===== src/rtl/core/scmd_pkg.sv =====
// Package: constants, key codes and decode functions for the clock display.
package scmd_pkg;

  localparam logic [15:0] DIVIDE_RESET = 16'd960;
  localparam logic [5:0]  SEC_RESET    = 6'd59;
  localparam logic [5:0]  MIN_RESET    = 6'd59;
  localparam logic [4:0]  HOUR_RESET   = 5'd23;
  localparam logic [5:0]  SEC_MAX      = 6'd59;
  localparam logic [5:0]  MIN_MAX      = 6'd59;
  localparam logic [4:0]  HOUR_MAX     = 5'd23;
  localparam logic [2:0]  LAST_SLOT    = 3'd5;
  localparam logic [7:0]  DP_BIT       = 8'h80;

  // Field codes
  localparam logic [1:0] FIELD_SEC  = 2'd0;
  localparam logic [1:0] FIELD_MIN  = 2'd1;
  localparam logic [1:0] FIELD_HOUR = 2'd2;

  // Keyboard column codes
  localparam logic [2:0] COL_EDIT  = 3'd0;
  localparam logic [2:0] COL_CLEAR = 3'd1;
  localparam logic [2:0] COL_LEFT  = 3'd2;
  localparam logic [2:0] COL_INC   = 3'd3;
  localparam logic [2:0] COL_DEC   = 3'd4;
  localparam logic [2:0] COL_RIGHT = 3'd5;

  // Wrapping advance of a display slot or scan column
  function automatic logic [2:0] next_slot(input logic [2:0] v);
    next_slot = (v >= LAST_SLOT) ? 3'd0 : v + 3'd1;
  endfunction

  // One decimal digit of a value below 64; tens via compares, ones by subtraction
  function automatic logic [3:0] digit_of(input logic [5:0] v, input logic tens);
    logic [2:0] t;
    logic [5:0] o;
    t = (v >= 6'd60) ? 3'd6 : (v >= 6'd50) ? 3'd5 : (v >= 6'd40) ? 3'd4 :
        (v >= 6'd30) ? 3'd3 : (v >= 6'd20) ? 3'd2 : (v >= 6'd10) ? 3'd1 : 3'd0;
    o = v - 6'({t, 3'b000} + {2'b00, t, 1'b0});
    digit_of = tens ? {1'b0, t} : o[3:0];
  endfunction

  // Seven-segment decode, digits above nine show as nine
  function automatic logic [7:0] seg_decode(input logic [3:0] d);
    case (d)
      4'd0:    seg_decode = 8'b0011_1111;
      4'd1:    seg_decode = 8'b0000_0110;
      4'd2:    seg_decode = 8'b0101_1011;
      4'd3:    seg_decode = 8'b0100_1111;
      4'd4:    seg_decode = 8'b0110_0110;
      4'd5:    seg_decode = 8'b0110_1101;
      4'd6:    seg_decode = 8'b0111_1101;
      4'd7:    seg_decode = 8'b0000_0111;
      4'd8:    seg_decode = 8'b0111_1111;
      default: seg_decode = 8'b0110_1111;
    endcase
  endfunction

endpackage


===== src/rtl/core/settable_clock_mux_display_top.sv =====
// Top level: settable clock with multiplexed seven-segment display and scanned keys.
// One input transaction is one tick carrying the sensed key return line; each tick yields
// exactly one registered result transaction: the digit driven with its segment pattern
// (decimal point marks the field being edited) and the time, edit mode and field after the
// tick. All state updates in the cycle the tick is taken, so a tick can be taken every
// cycle; the single output register is the only thing that holds input off, and only while
// a result waits under out_stall. tick_divide sets how many ticks make one second and is
// written through the cfg port, which is always ready.
module settable_clock_mux_display_top (
  input  logic        clk,
  input  logic        rst_n,
  // tick input
  input  logic        in_valid,
  output logic        in_stall,
  input  logic        in_key_sensed,
  // result output
  output logic        out_valid,
  input  logic        out_stall,
  output logic [2:0]  out_digit_select,
  output logic [7:0]  out_segments,
  output logic [4:0]  out_hours_now,
  output logic [5:0]  out_minutes_now,
  output logic [5:0]  out_seconds_now,
  output logic        out_edit_active,
  output logic [1:0]  out_field_chosen,
  // divider write
  input  logic        cfg_valid,
  output logic        cfg_ready,
  input  logic [15:0] cfg_tick_divide
);

  logic [15:0] tick_divide_r;
  logic [15:0] tick_count_r, tick_count_nxt;
  logic [5:0]  seconds_r, seconds_nxt;
  logic [5:0]  minutes_r, minutes_nxt;
  logic [4:0]  hours_r, hours_nxt;
  logic        editing_r, editing_nxt;
  logic [1:0]  field_index_r, field_index_nxt;
  logic [2:0]  digit_index_r;
  logic [2:0]  scan_column_r;
  logic [2:0]  latched_column_r, latched_column_nxt;
  logic        press_held_r, press_held_nxt;

  logic        out_valid_r;
  logic [2:0]  digit_select_r;
  logic [7:0]  segments_r, segments_nxt;

  logic        in_accept;
  logic [2:0]  shown;
  logic [1:0]  shown_field;
  logic [5:0]  shown_val;
  logic        new_press, act;
  logic        do_clear, do_inc, do_dec;
  logic        inc_s, inc_m, inc_h, dec_s, dec_m, dec_h;
  logic [15:0] count_inc;
  logic        count_hit, tick_adv;

  assign cfg_ready = 1'b1;
  assign in_stall  = out_valid_r && out_stall;
  assign in_accept = in_valid && !in_stall;

  // Display: decode the current digit, decimal point on the edited field
  always_comb begin
    shown       = (digit_index_r > scmd_pkg::LAST_SLOT) ? 3'd0 : digit_index_r;
    shown_field = shown[2:1];
    case (shown_field)
      scmd_pkg::FIELD_SEC: shown_val = seconds_r;
      scmd_pkg::FIELD_MIN: shown_val = minutes_r;
      default:             shown_val = {1'b0, hours_r};
    endcase
    segments_nxt = scmd_pkg::seg_decode(scmd_pkg::digit_of(shown_val, shown[0]));
    if (editing_r && field_index_r == shown_field) begin
      segments_nxt = segments_nxt | scmd_pkg::DP_BIT;
    end
  end

  // Keyboard: edit toggle, press latch and edit actions
  always_comb begin
    new_press          = in_key_sensed && !press_held_r;
    editing_nxt        = editing_r ^ (new_press && scan_column_r == scmd_pkg::COL_EDIT);
    act                = new_press && editing_nxt;
    do_clear           = act && scan_column_r == scmd_pkg::COL_CLEAR;
    do_inc             = act && scan_column_r == scmd_pkg::COL_INC;
    do_dec             = act && scan_column_r == scmd_pkg::COL_DEC;
    latched_column_nxt = in_key_sensed ? scan_column_r : latched_column_r;
    press_held_nxt     = press_held_r;
    field_index_nxt    = field_index_r;
    if (in_key_sensed) begin
      if (new_press && (scan_column_r == scmd_pkg::COL_EDIT ||
          (editing_nxt && scan_column_r <= scmd_pkg::COL_RIGHT))) begin
        press_held_nxt = 1'b1;
      end
    end else if (latched_column_r == scan_column_r) begin
      press_held_nxt = 1'b0;
    end
    if (act && scan_column_r == scmd_pkg::COL_LEFT && field_index_r != 2'd0) begin
      field_index_nxt = field_index_r - 2'd1;
    end
    if (act && scan_column_r == scmd_pkg::COL_RIGHT && field_index_r < scmd_pkg::FIELD_HOUR) begin
      field_index_nxt = field_index_r + 2'd1;
    end
  end

  // Count: tick divider, one second per match while not editing
  always_comb begin
    count_inc      = tick_count_r + 16'd1;
    count_hit      = count_inc == tick_divide_r;
    tick_count_nxt = count_hit ? 16'd0 : count_inc;
    tick_adv       = count_hit && !editing_nxt;
  end

  // Time update with carry and borrow; key edits and count advance never coincide
  always_comb begin
    inc_s = (do_inc && field_index_r == scmd_pkg::FIELD_SEC) || tick_adv;
    inc_m = (do_inc && field_index_r == scmd_pkg::FIELD_MIN) ||
            (inc_s && seconds_r >= scmd_pkg::SEC_MAX);
    inc_h = (do_inc && field_index_r == scmd_pkg::FIELD_HOUR) ||
            (inc_m && minutes_r >= scmd_pkg::MIN_MAX);
    dec_s = do_dec && field_index_r == scmd_pkg::FIELD_SEC;
    dec_m = (do_dec && field_index_r == scmd_pkg::FIELD_MIN) ||
            (dec_s && (seconds_r == 6'd0 || seconds_r > scmd_pkg::SEC_MAX));
    dec_h = (do_dec && field_index_r == scmd_pkg::FIELD_HOUR) ||
            (dec_m && (minutes_r == 6'd0 || minutes_r > scmd_pkg::MIN_MAX));

    if (do_clear) begin
      seconds_nxt = 6'd0;
    end else if (inc_s) begin
      seconds_nxt = (seconds_r >= scmd_pkg::SEC_MAX) ? 6'd0 : seconds_r + 6'd1;
    end else if (dec_s) begin
      seconds_nxt = (seconds_r == 6'd0 || seconds_r > scmd_pkg::SEC_MAX) ?
                    scmd_pkg::SEC_MAX : seconds_r - 6'd1;
    end else begin
      seconds_nxt = seconds_r;
    end

    if (do_clear) begin
      minutes_nxt = 6'd0;
    end else if (inc_m) begin
      minutes_nxt = (minutes_r >= scmd_pkg::MIN_MAX) ? 6'd0 : minutes_r + 6'd1;
    end else if (dec_m) begin
      minutes_nxt = (minutes_r == 6'd0 || minutes_r > scmd_pkg::MIN_MAX) ?
                    scmd_pkg::MIN_MAX : minutes_r - 6'd1;
    end else begin
      minutes_nxt = minutes_r;
    end

    if (do_clear) begin
      hours_nxt = 5'd0;
    end else if (inc_h) begin
      hours_nxt = (hours_r >= scmd_pkg::HOUR_MAX) ? 5'd0 : hours_r + 5'd1;
    end else if (dec_h) begin
      hours_nxt = (hours_r == 5'd0 || hours_r > scmd_pkg::HOUR_MAX) ?
                  scmd_pkg::HOUR_MAX : hours_r - 5'd1;
    end else begin
      hours_nxt = hours_r;
    end
  end

  // Divider register
  always_ff @(posedge clk) begin
    if (!rst_n) begin
      tick_divide_r <= scmd_pkg::DIVIDE_RESET;
    end else if (cfg_valid && cfg_ready) begin
      tick_divide_r <= cfg_tick_divide;
    end
  end

  // Clock state, advanced once per accepted tick
  always_ff @(posedge clk) begin
    if (!rst_n) begin
      tick_count_r     <= 16'd0;
      seconds_r        <= scmd_pkg::SEC_RESET;
      minutes_r        <= scmd_pkg::MIN_RESET;
      hours_r          <= scmd_pkg::HOUR_RESET;
      editing_r        <= 1'b0;
      field_index_r    <= scmd_pkg::FIELD_SEC;
      digit_index_r    <= 3'd0;
      scan_column_r    <= scmd_pkg::COL_EDIT;
      latched_column_r <= scmd_pkg::COL_EDIT;
      press_held_r     <= 1'b0;
    end else if (in_accept) begin
      tick_count_r     <= tick_count_nxt;
      seconds_r        <= seconds_nxt;
      minutes_r        <= minutes_nxt;
      hours_r          <= hours_nxt;
      editing_r        <= editing_nxt;
      field_index_r    <= field_index_nxt;
      digit_index_r    <= scmd_pkg::next_slot(digit_index_r);
      scan_column_r    <= scmd_pkg::next_slot(scan_column_r);
      latched_column_r <= latched_column_nxt;
      press_held_r     <= press_held_nxt;
    end
  end

  // Result register valid
  always_ff @(posedge clk) begin
    if (!rst_n) begin
      out_valid_r <= 1'b0;
    end else if (in_accept) begin
      out_valid_r <= 1'b1;
    end else if (!out_stall) begin
      out_valid_r <= 1'b0;
    end
  end

  // Result register payload
  always_ff @(posedge clk) begin
    if (in_accept) begin
      digit_select_r <= shown;
      segments_r     <= segments_nxt;
    end
  end

  assign out_valid        = out_valid_r;
  assign out_digit_select = digit_select_r;
  assign out_segments     = segments_r;
  // Time and mode fields are the state after the last accepted tick
  assign out_hours_now    = hours_r;
  assign out_minutes_now  = minutes_r;
  assign out_seconds_now  = seconds_r;
  assign out_edit_active  = editing_r;
  assign out_field_chosen = field_index_r;

endmodule


===== config.mk =====
export PLATFORM = sky130hd
export DESIGN_NAME = settable_clock_mux_display_top
export DESIGN_NICKNAME = d
export VERILOG_FILES = /design/src/rtl/core/scmd_pkg.sv /design/src/rtl/core/settable_clock_mux_display_top.sv
export SDC_FILE = /design/constraint.sdc
export NUM_CORES = 1
export LEC_CHECK = 0
export BUFFER_PORTS_ARGS = -buffer_cell sky130_fd_sc_hd__buf_2
export CORE_MARGIN = 4
export CORE_UTILIZATION = 60
export CTS_BUF_LIST = sky130_fd_sc_hd__clkbuf_4
export DETAILED_ROUTE_END_ITERATION = 8
export GPL_TIMING_DRIVEN = 0
export PLACE_DENSITY_LB_ADDON = 0.2
export SLEW_MARGIN = 10
export SYNTH_ARGS = -nofsm -noshare
export SYNTH_HDL_FRONTEND = slang
export SYNTH_SLANG_ARGS = --single-unit

===== constraint.sdc =====
create_clock -name clk -period 11.1 [get_ports clk]
set_input_delay 1.11 -clock clk [delete_from_list [all_inputs] [get_ports clk]]
set_output_delay 1.11 -clock clk [all_outputs]
set_load 0.01 [all_outputs]

After elaboration in Yosys (flattened, before gate mapping)
Memories as Yosys holds them, arrays and structs flattened. A register that Yosys moved wholly into a read port is not among the register bits.
Cells that the tools add are included.
{ "word_totals": {"out_inout_bits": 34, "reg_bits": 67, "mem_bits_ro": 112, "word_cells": 149, "n_memories": 1, "input_bits": 22} }
{ "memory_table": {"columns": ["name", "depth", "width", "read_ports", "rd_clocked_by_memory_dff", "wr", "line", "rtl"], "rows": [
  ["(no name shown)", 16, 7, 1, 1, 0, "scmd_pkg.sv:44", "case (d)"]
]} }
{ "op_classes": {"n_lt_le_gt_ge": 17, "n_bitwise": 1, "reduce_logical": 56, "mux": 34, "n_addsub": 13, "n_eq_ne": 13} }
{ "op_table": {"columns": ["operator", "count"], "rows": [
  ["$mux W6", 10],
  ["$ge A6 B6 Y1 const B", 5],
  ["$logic_and A1 B1 Y1", 26],
  ["$mux W5", 5],
  ["$mux W3", 6],
  ["$add A16 B1 Y16 const B", 1],
  ["$eq A16 B16 Y1", 1],
  ["$mux W16", 1],
  ["$add A6 B1 Y6 const B", 2],
  ["$ge A6 B5 Y1 const B", 2],
  ["$gt A6 B6 Y1 const B", 2],
  ["$logic_not A6 Y1", 2],
  ["$pmux W6 S2", 1],
  ["$sub A6 B1 Y6 const B", 2],
  ["$reduce_and A2 Y1", 5],
  ["$logic_or A1 B1 Y1", 9],
  ["$reduce_bool A3 Y1", 3],
  ["$mux W2", 4],
  ["$add A3 B1 Y3 const B", 2],
  ["$eq A3 B2 Y1 const B", 2],
  ["$eq A3 B3 Y1 const B", 2],
  ["$ge A3 B3 Y1 const B", 2],
  ["$ge A6 B4 Y1 const B", 1],
  ["$mux W1", 6],
  ["25 further kinds", 32]
]} }

Logic depth before layout (Yosys ltp)
{ "depth": {"ltp_word": 14, "mapped_depth": 15, "mapped_depth_nobuf": 14} }

Least setup slack after synthesis
No wires, ideal clock.
{ "synth_path": {"kind": "register to register", "startpoint": "reg digit_index_r[1]", "endpoint": "reg segments_r[4], in the netlist out_segments[4] (data pin)", "t_required_ns": 10.838, "synth_period_minus_slack_ns": 3.477, "arrival_time_ns": 3.215, "setup_time_ns": 0.262, "path_buffers": 0, "path_stages_with_launch": 12, "setup_slack_ns": 7.623, "path_cell_list": "dfxtp_1 > inv_1 > ha_1 > a221o_1 > or4b_2 > o221ai_1 > o41ai_1 > ha_1 > xnor2_1 > a21oi_1 > mux2i_1 > mux2i_1"} }
{ "synth_via": {"elab_chain_cells": 14, "word_cells_on_any_way": 20, "classes_between": "add/sub: 2; order compare: 7; eq/ne: 1; mux: 9; reduce/logical: 1"} }
{ "synth_lines": {"columns": ["element", "line", "rtl"], "rows": [
  ["start: declaration", "settable_clock_mux_display_top.sv:39", "logic [2:0] digit_index_r;"],
  ["start signal: assignment", "settable_clock_mux_display_top.sv:188", "digit_index_r <= scmd_pkg::next_slot(digit_index_r);"],
  ["$gt A3 B3 Y1", "settable_clock_mux_display_top.sv:64", "shown = (digit_index_r > scmd_pkg::LAST_SLOT) ? 3'd0 : digit_index_r;"],
  ["$mux W3 (*)", "settable_clock_mux_display_top.sv:64", null],
  ["$eq A2 B1 Y1 / $logic_not A2 Y1 (equally long branches)", "settable_clock_mux_display_top.sv:66", "case (shown_field)"],
  ["$pmux W6 S2", "settable_clock_mux_display_top.sv:66", null],
  ["$ge A6 B4 Y1", "scmd_pkg.sv:37", "(v >= 6'd30) ? 3'd3 : (v >= 6'd20) ? 3'd2 : (v >= 6'd10) ? 3'd1 : 3'd0;"],
  ["$mux W1", "scmd_pkg.sv:37", null],
  ["$mux W2 (2 in series)", "scmd_pkg.sv:37", null],
  ["$mux W3 (3 in series)", "scmd_pkg.sv:36", "t = (v >= 6'd60) ? 3'd6 : (v >= 6'd50) ? 3'd5 : (v >= 6'd40) ? 3'd4 :"],
  ["$add A4 B4 Y4", "scmd_pkg.sv:38", "o = v - 6'({t, 3'b000} + {2'b00, t, 1'b0});"],
  ["$sub A4 B4 Y4", "scmd_pkg.sv:38", null],
  ["$mux W4 (*)", "scmd_pkg.sv:39", "digit_of = tens ? {1'b0, t} : o[3:0];"],
  ["end: declaration", "settable_clock_mux_display_top.sv:46", "logic [7:0] segments_r, segments_nxt;"]
]} }
Mark *: on every way between the ends. The rest lies on a longest branch, timed or not.
A chain may end at the register's enable or synchronous reset.

Worst setup path in the final report
{ "layout_path": {"startpoint": "reg digit_index_r[1]", "endpoint": "reg segments_r[4], in the netlist out_segments[4] (data pin)"} }
{ "layout_via": {"elab_chain_cells": 14, "word_cells_on_any_way": 20, "classes_between": "add/sub: 2; order compare: 7; eq/ne: 1; mux: 9; reduce/logical: 1"} }
{ "layout_lines": {"columns": ["element", "line", "rtl"], "rows": [
  ["$gt A3 B3 Y1 (*)", "settable_clock_mux_display_top.sv:64", null],
  ["$mux W3 (*)", "settable_clock_mux_display_top.sv:64", null],
  ["via shown[2]", "settable_clock_mux_display_top.sv:49", "logic [2:0] shown;"],
  ["$eq A2 B1 Y1 / $logic_not A2 Y1 (equally long branches)", "settable_clock_mux_display_top.sv:66", null],
  ["$pmux W6 S2 (*)", "settable_clock_mux_display_top.sv:66", null],
  ["$ge A6 B4 Y1", "scmd_pkg.sv:37", null],
  ["$mux W1", "scmd_pkg.sv:37", null],
  ["$mux W2 (2 in series)", "scmd_pkg.sv:37", null],
  ["$mux W3 (3 in series)", "scmd_pkg.sv:36", null],
  ["$add A4 B4 Y4", "scmd_pkg.sv:38", null],
  ["$sub A4 B4 Y4", "scmd_pkg.sv:38", null],
  ["$mux W4 (*)", "scmd_pkg.sv:39", null]
]} }
Mark *: on every way through the listed nets, which the timed path passes. The rest lies on a longest branch.

==> results.yml <==
status:
  status: "completed"
power_and_ir_drop:
  power.combinational.fraction_pct: 22.5
  power_switching_uw: 203.1
  ir_worst_vdd_uv: 88.03
  switching_share_pct: 32.75
  seq_power_share_pct: 48.2
  leakage_power_of_the_design_nw: 2.399
  share_clk_of_total_power_pct: 29.2
  internal_power_uw: 417.1
  power_density_mw_per_mm2: 103.7
clock_network:
  postCtsResizedCells: 0
  setup_repair_bufs_after_cts: 0
  clk_latency_ps: 450
  ctsLongestPathBuffers: 2
  cts_made_buffers: 9
  postCtsHoldBufs: 0
  clock_root_buffer_master: "sky130_fd_sc_hd__clkbuf_4"
  cts_tree: "yes"
  clock_pin_slew_reported_for_the_worst_setup_and_hold_paths_after_clock_tree_synthesis_ps: 140
  cts-htree-levels: 3
  cts_num_sinks: 74
global_route:
  number_of_antenna_violations_at_the_first_check_in_global_routing: 0
  grt_pass1_vias: 5074
  first_pass_grt_wire_length_um: 24010
  grt_util_all_layers_pct: 28.32
  maximum_number_of_pins_on_one_net_before_global_route_repair: 21
  global_route.overflow_total: 0
critical_path:
  r2r_setup_slack_ps: 7100
  crit_type: "reg -> reg"
  cp.required_ps: 11310
  crit_path_max_incr_delay_ps: 590
  worstReg2RegEnd: "out_segments[4]$_DFFE_PP_"
  worst_r2r_startpoint: "digit_index_r[1]$_SDFFE_PN0P_"
  timing.critical_path.from_type: "flop"
  r2r.worst_path.cells: 12
  cp_top_family: "compound AO/OA/AOI/OAI gates"
  critPathBufInv: 2
  worst_path_maximum_fanout: 10
  timing.critical_path.arrival_ps: 4210
  crit_slowest_cell: "sky130_fd_sc_hd__a21oi_1"
  path_cells: "inv_1 -> ha_1 -> clkbuf_1 -> a221oi_1 -> a211oi_1 -> o21ba_2 -> o41ai_1 -> ha_1 -> xnor2_1 -> a21oi_1 -> mux2i_1 -> mux2i_1"
  end_kind: "flop"
layout:
  n_fill_cell: 752
  antenna_cells: 0
  fraction_of_final_layout_cells_with_drive_strength_greater_than_1_pct: 12.98
  most-common-layout-cells: "sky130_fd_sc_hd__nand2_1, sky130_fd_sc_hd__dfxtp_1, sky130_fd_sc_hd__buf_2"
  syn_to_final_growth_pct: 9.956
  layout.cells.most_common: "sky130_fd_sc_hd__nand2_1"
  multi_input_comb_area_sq_mm: 0.003520
  area.sequential_sq_mm: 0.001592
  nets: 802
  area_of_all_placed_cells_without_fillers_sq_mm: 0.005983
drt:
  vias_per_cell: 6.351
  dr_total_vias: 5481
  wl_per_cell_um: 17.00
  final_antenna_net_count: 0
  drt_first_pass_iters: 6
  detail_route.wirelength_um: 14670
  dr.first_iter.drc_count: 516
  drc: 0
die:
  rows: 34
  die_w_um: 103.2
  initial_core_util_pct: 62.09
  die_height_um: 103.2
  coreArea_sq_mm: 0.008763
  floorplan.die_area_sq_mm: 0.01066
  pin_count: 56
run:
  timing.max_cap.violations: 0
timing:
  timing_worst_slew_pin_value_ps: 1146
  tns_ps: 0
  timing.slew.headroom_pct: 23.63
  unrepaired_setup_endpoints_after_global_routing: "false"
  final_max_slew_viol_count: 0
  fmaxAchievable_mhz: 250.0
  timing.final.setup_violations: 0
  timing.clock.skew_ps: 20.78
  period_minus_slack_ps: 4000
  final-hold-violation-count: 0
  fin_crit_sh_pct: 36.04
place:
  detailed_place.area_sq_mm: 0.005837
  place.gp.congestion: 1.025
  place.detailed.hpwl_um: 10750
  placement.io_buffers: 52
synthesis:
  synthesis.area_sq_mm: 0.005441
  number_of_synthesis_warnings: 0
  post_synthesis_cell_count: 687
  synth.lib_cells_used.distinct: 75
  synth-seq-cells: 74
  syn_nets: 739
  yosysTopAreaCell: "sky130_fd_sc_hd__dfxtp_1"
  syn-mean-instance-area_sq_um: 7.921
  postSynth.asyncResetShare_pct: 0
  yosys.area.top_type_share_pct: 23.18
  seq_area_frac_synth_pct: 29.25
  synthFlopType: "sky130_fd_sc_hd__dfxtp_1"
  synth_edf_count: 11
  synth_top_cells_by_area: "sky130_fd_sc_hd__dfxtp_1, sky130_fd_sc_hd__ha_1, sky130_fd_sc_hd__edfxtp_1"
worst_hold_path:
  worstHoldStart: "latched_column_r[1]$_SDFFE_PN0P_"
  hold_path.class: "reg -> reg"
  worstHoldEndpoint: "latched_column_r[1]$_SDFFE_PN0P_"
  timing.hold.worst_path_depth: 2
power groups by stage:
stage,logic [mW],clock network [mW],registers (mW)
after floorplan,0.0958,0,0.307
after global placement,0.132,0,0.304
after detailed placement,0.138,0,0.305
after CTS,0.138,0.184,0.299
after global routing,0.155,0.195,0.301
final,0.140,0.181,0.299
area by class of cell:
type                            count  area share [%]
Clock inverter                      5           1.066
Sequential cell                    74           26.60
Tap cell                          108           2.258
Clock buffer                       11           1.380
Multi-Input combinational cell    532           58.82
Inverter                           34           2.133
Buffer                             47           3.388
Timing Repair Buffer               52           4.350
synthesized netlist by cell type, types with 7 or more instances:
master / count
sky130_fd_sc_hd__nor4_1: 9
sky130_fd_sc_hd__a221o_1: 9
sky130_fd_sc_hd__ha_1: 30
sky130_fd_sc_hd__dfxtp_1: 63
sky130_fd_sc_hd__nor2b_1: 11
sky130_fd_sc_hd__clkbuf_1: 32
sky130_fd_sc_hd__o21ai_0: 34
sky130_fd_sc_hd__edfxtp_1: 11
sky130_fd_sc_hd__nand3_1: 28
sky130_fd_sc_hd__a21oi_1: 50
sky130_fd_sc_hd__inv_1: 32
sky130_fd_sc_hd__buf_2: 8
sky130_fd_sc_hd__and3_1: 9
sky130_fd_sc_hd__xor2_1: 12
sky130_fd_sc_hd__or3_1: 9
sky130_fd_sc_hd__xnor2_1: 24
sky130_fd_sc_hd__nand4_1: 15
sky130_fd_sc_hd__nand2b_1: 7
sky130_fd_sc_hd__nor3_1: 16
sky130_fd_sc_hd__mux2i_1: 29
sky130_fd_sc_hd__nand2_1: 72
sky130_fd_sc_hd__nor2_1: 49
sky130_fd_sc_hd__o211ai_1: 7
sky130_fd_sc_hd__o21a_1: 9
worst max path at each step:
stage               cells after the start                              end                          start
CTS                                    12        out_segments[4]$_DFFE_PP_  digit_index_r[1]$_SDFFE_PN0P_
floorplan                              11        out_segments[4]$_DFFE_PP_  digit_index_r[1]$_SDFFE_PN0P_
global route                           12        out_segments[4]$_DFFE_PP_  digit_index_r[1]$_SDFFE_PN0P_
detailed placement                     10  out_minutes_now[3]$_SDFFE_PN1P_                  in_key_sensed
finish                                 12        out_segments[4]$_DFFE_PP_  digit_index_r[1]$_SDFFE_PN0P_
global placement                       10  out_minutes_now[3]$_SDFFE_PN1P_                  in_key_sensed
metal layers:
layer	up-vias	GRT usage [%]	routed length (um)	part of all wire (%)
met1	2546	38.54	6432	44
li1	2617	-	-	-
met3	44	6.640	1294	8.8
met2	274	44.75	6586	45
met5	-	0	0	0
met4	0	8.765	357	2.4
flip-flops by register name, indices dropped and copies added (netlist names), 5 cells and up:
signal           flops
out_hours_now        5
out_minutes_now      6
out_seconds_now      6
out_segments         8
tick_count_r        16
tick_divide_r       16
per-stage QoR:
stage          hold WS [ps]  setup WS (ps)  cells  power [mW]  utilization (%)
6_report              483.7           7100    863      0.6202            68.28
5_1_grt               513.9           6842    863      0.6510            68.28
4_1_cts               486.9           7149    863      0.6212            68.28
3_5_place_dp          469.3           7126    847      0.4427            66.60
3_3_place_gp          456.1           7280    847      0.4366            66.60
2_1_floorplan         448.8           7623    687      0.4023                -
tightest hold or removal path, stage by stage (launching register included):
cell and delay, ps:
sky130_fd_sc_hd__dfxtp_1 340, sky130_fd_sc_hd__nand2_1 50, sky130_fd_sc_hd__a21oi_1 50
cell families (layout without fill, tap and decap cells):
group | count (synthesis) | in the layout | share of synthesized area (%)
other | 1 | 1 | 0.06892
multiplexers | 33 | 33 | 6.162
AO/OA/AOI/OAI | 175 | 175 | 21.59
buffers and inverters | 81 | 149 | 6.070
flip-flops | 74 | 74 | 29.25
adder cells (fa/ha/maj) | 30 | 30 | 6.898
AND/OR/NAND/NOR | 257 | 257 | 24.17
XOR/XNOR | 36 | 36 | 5.794
(Power assumes the default switching activity.)
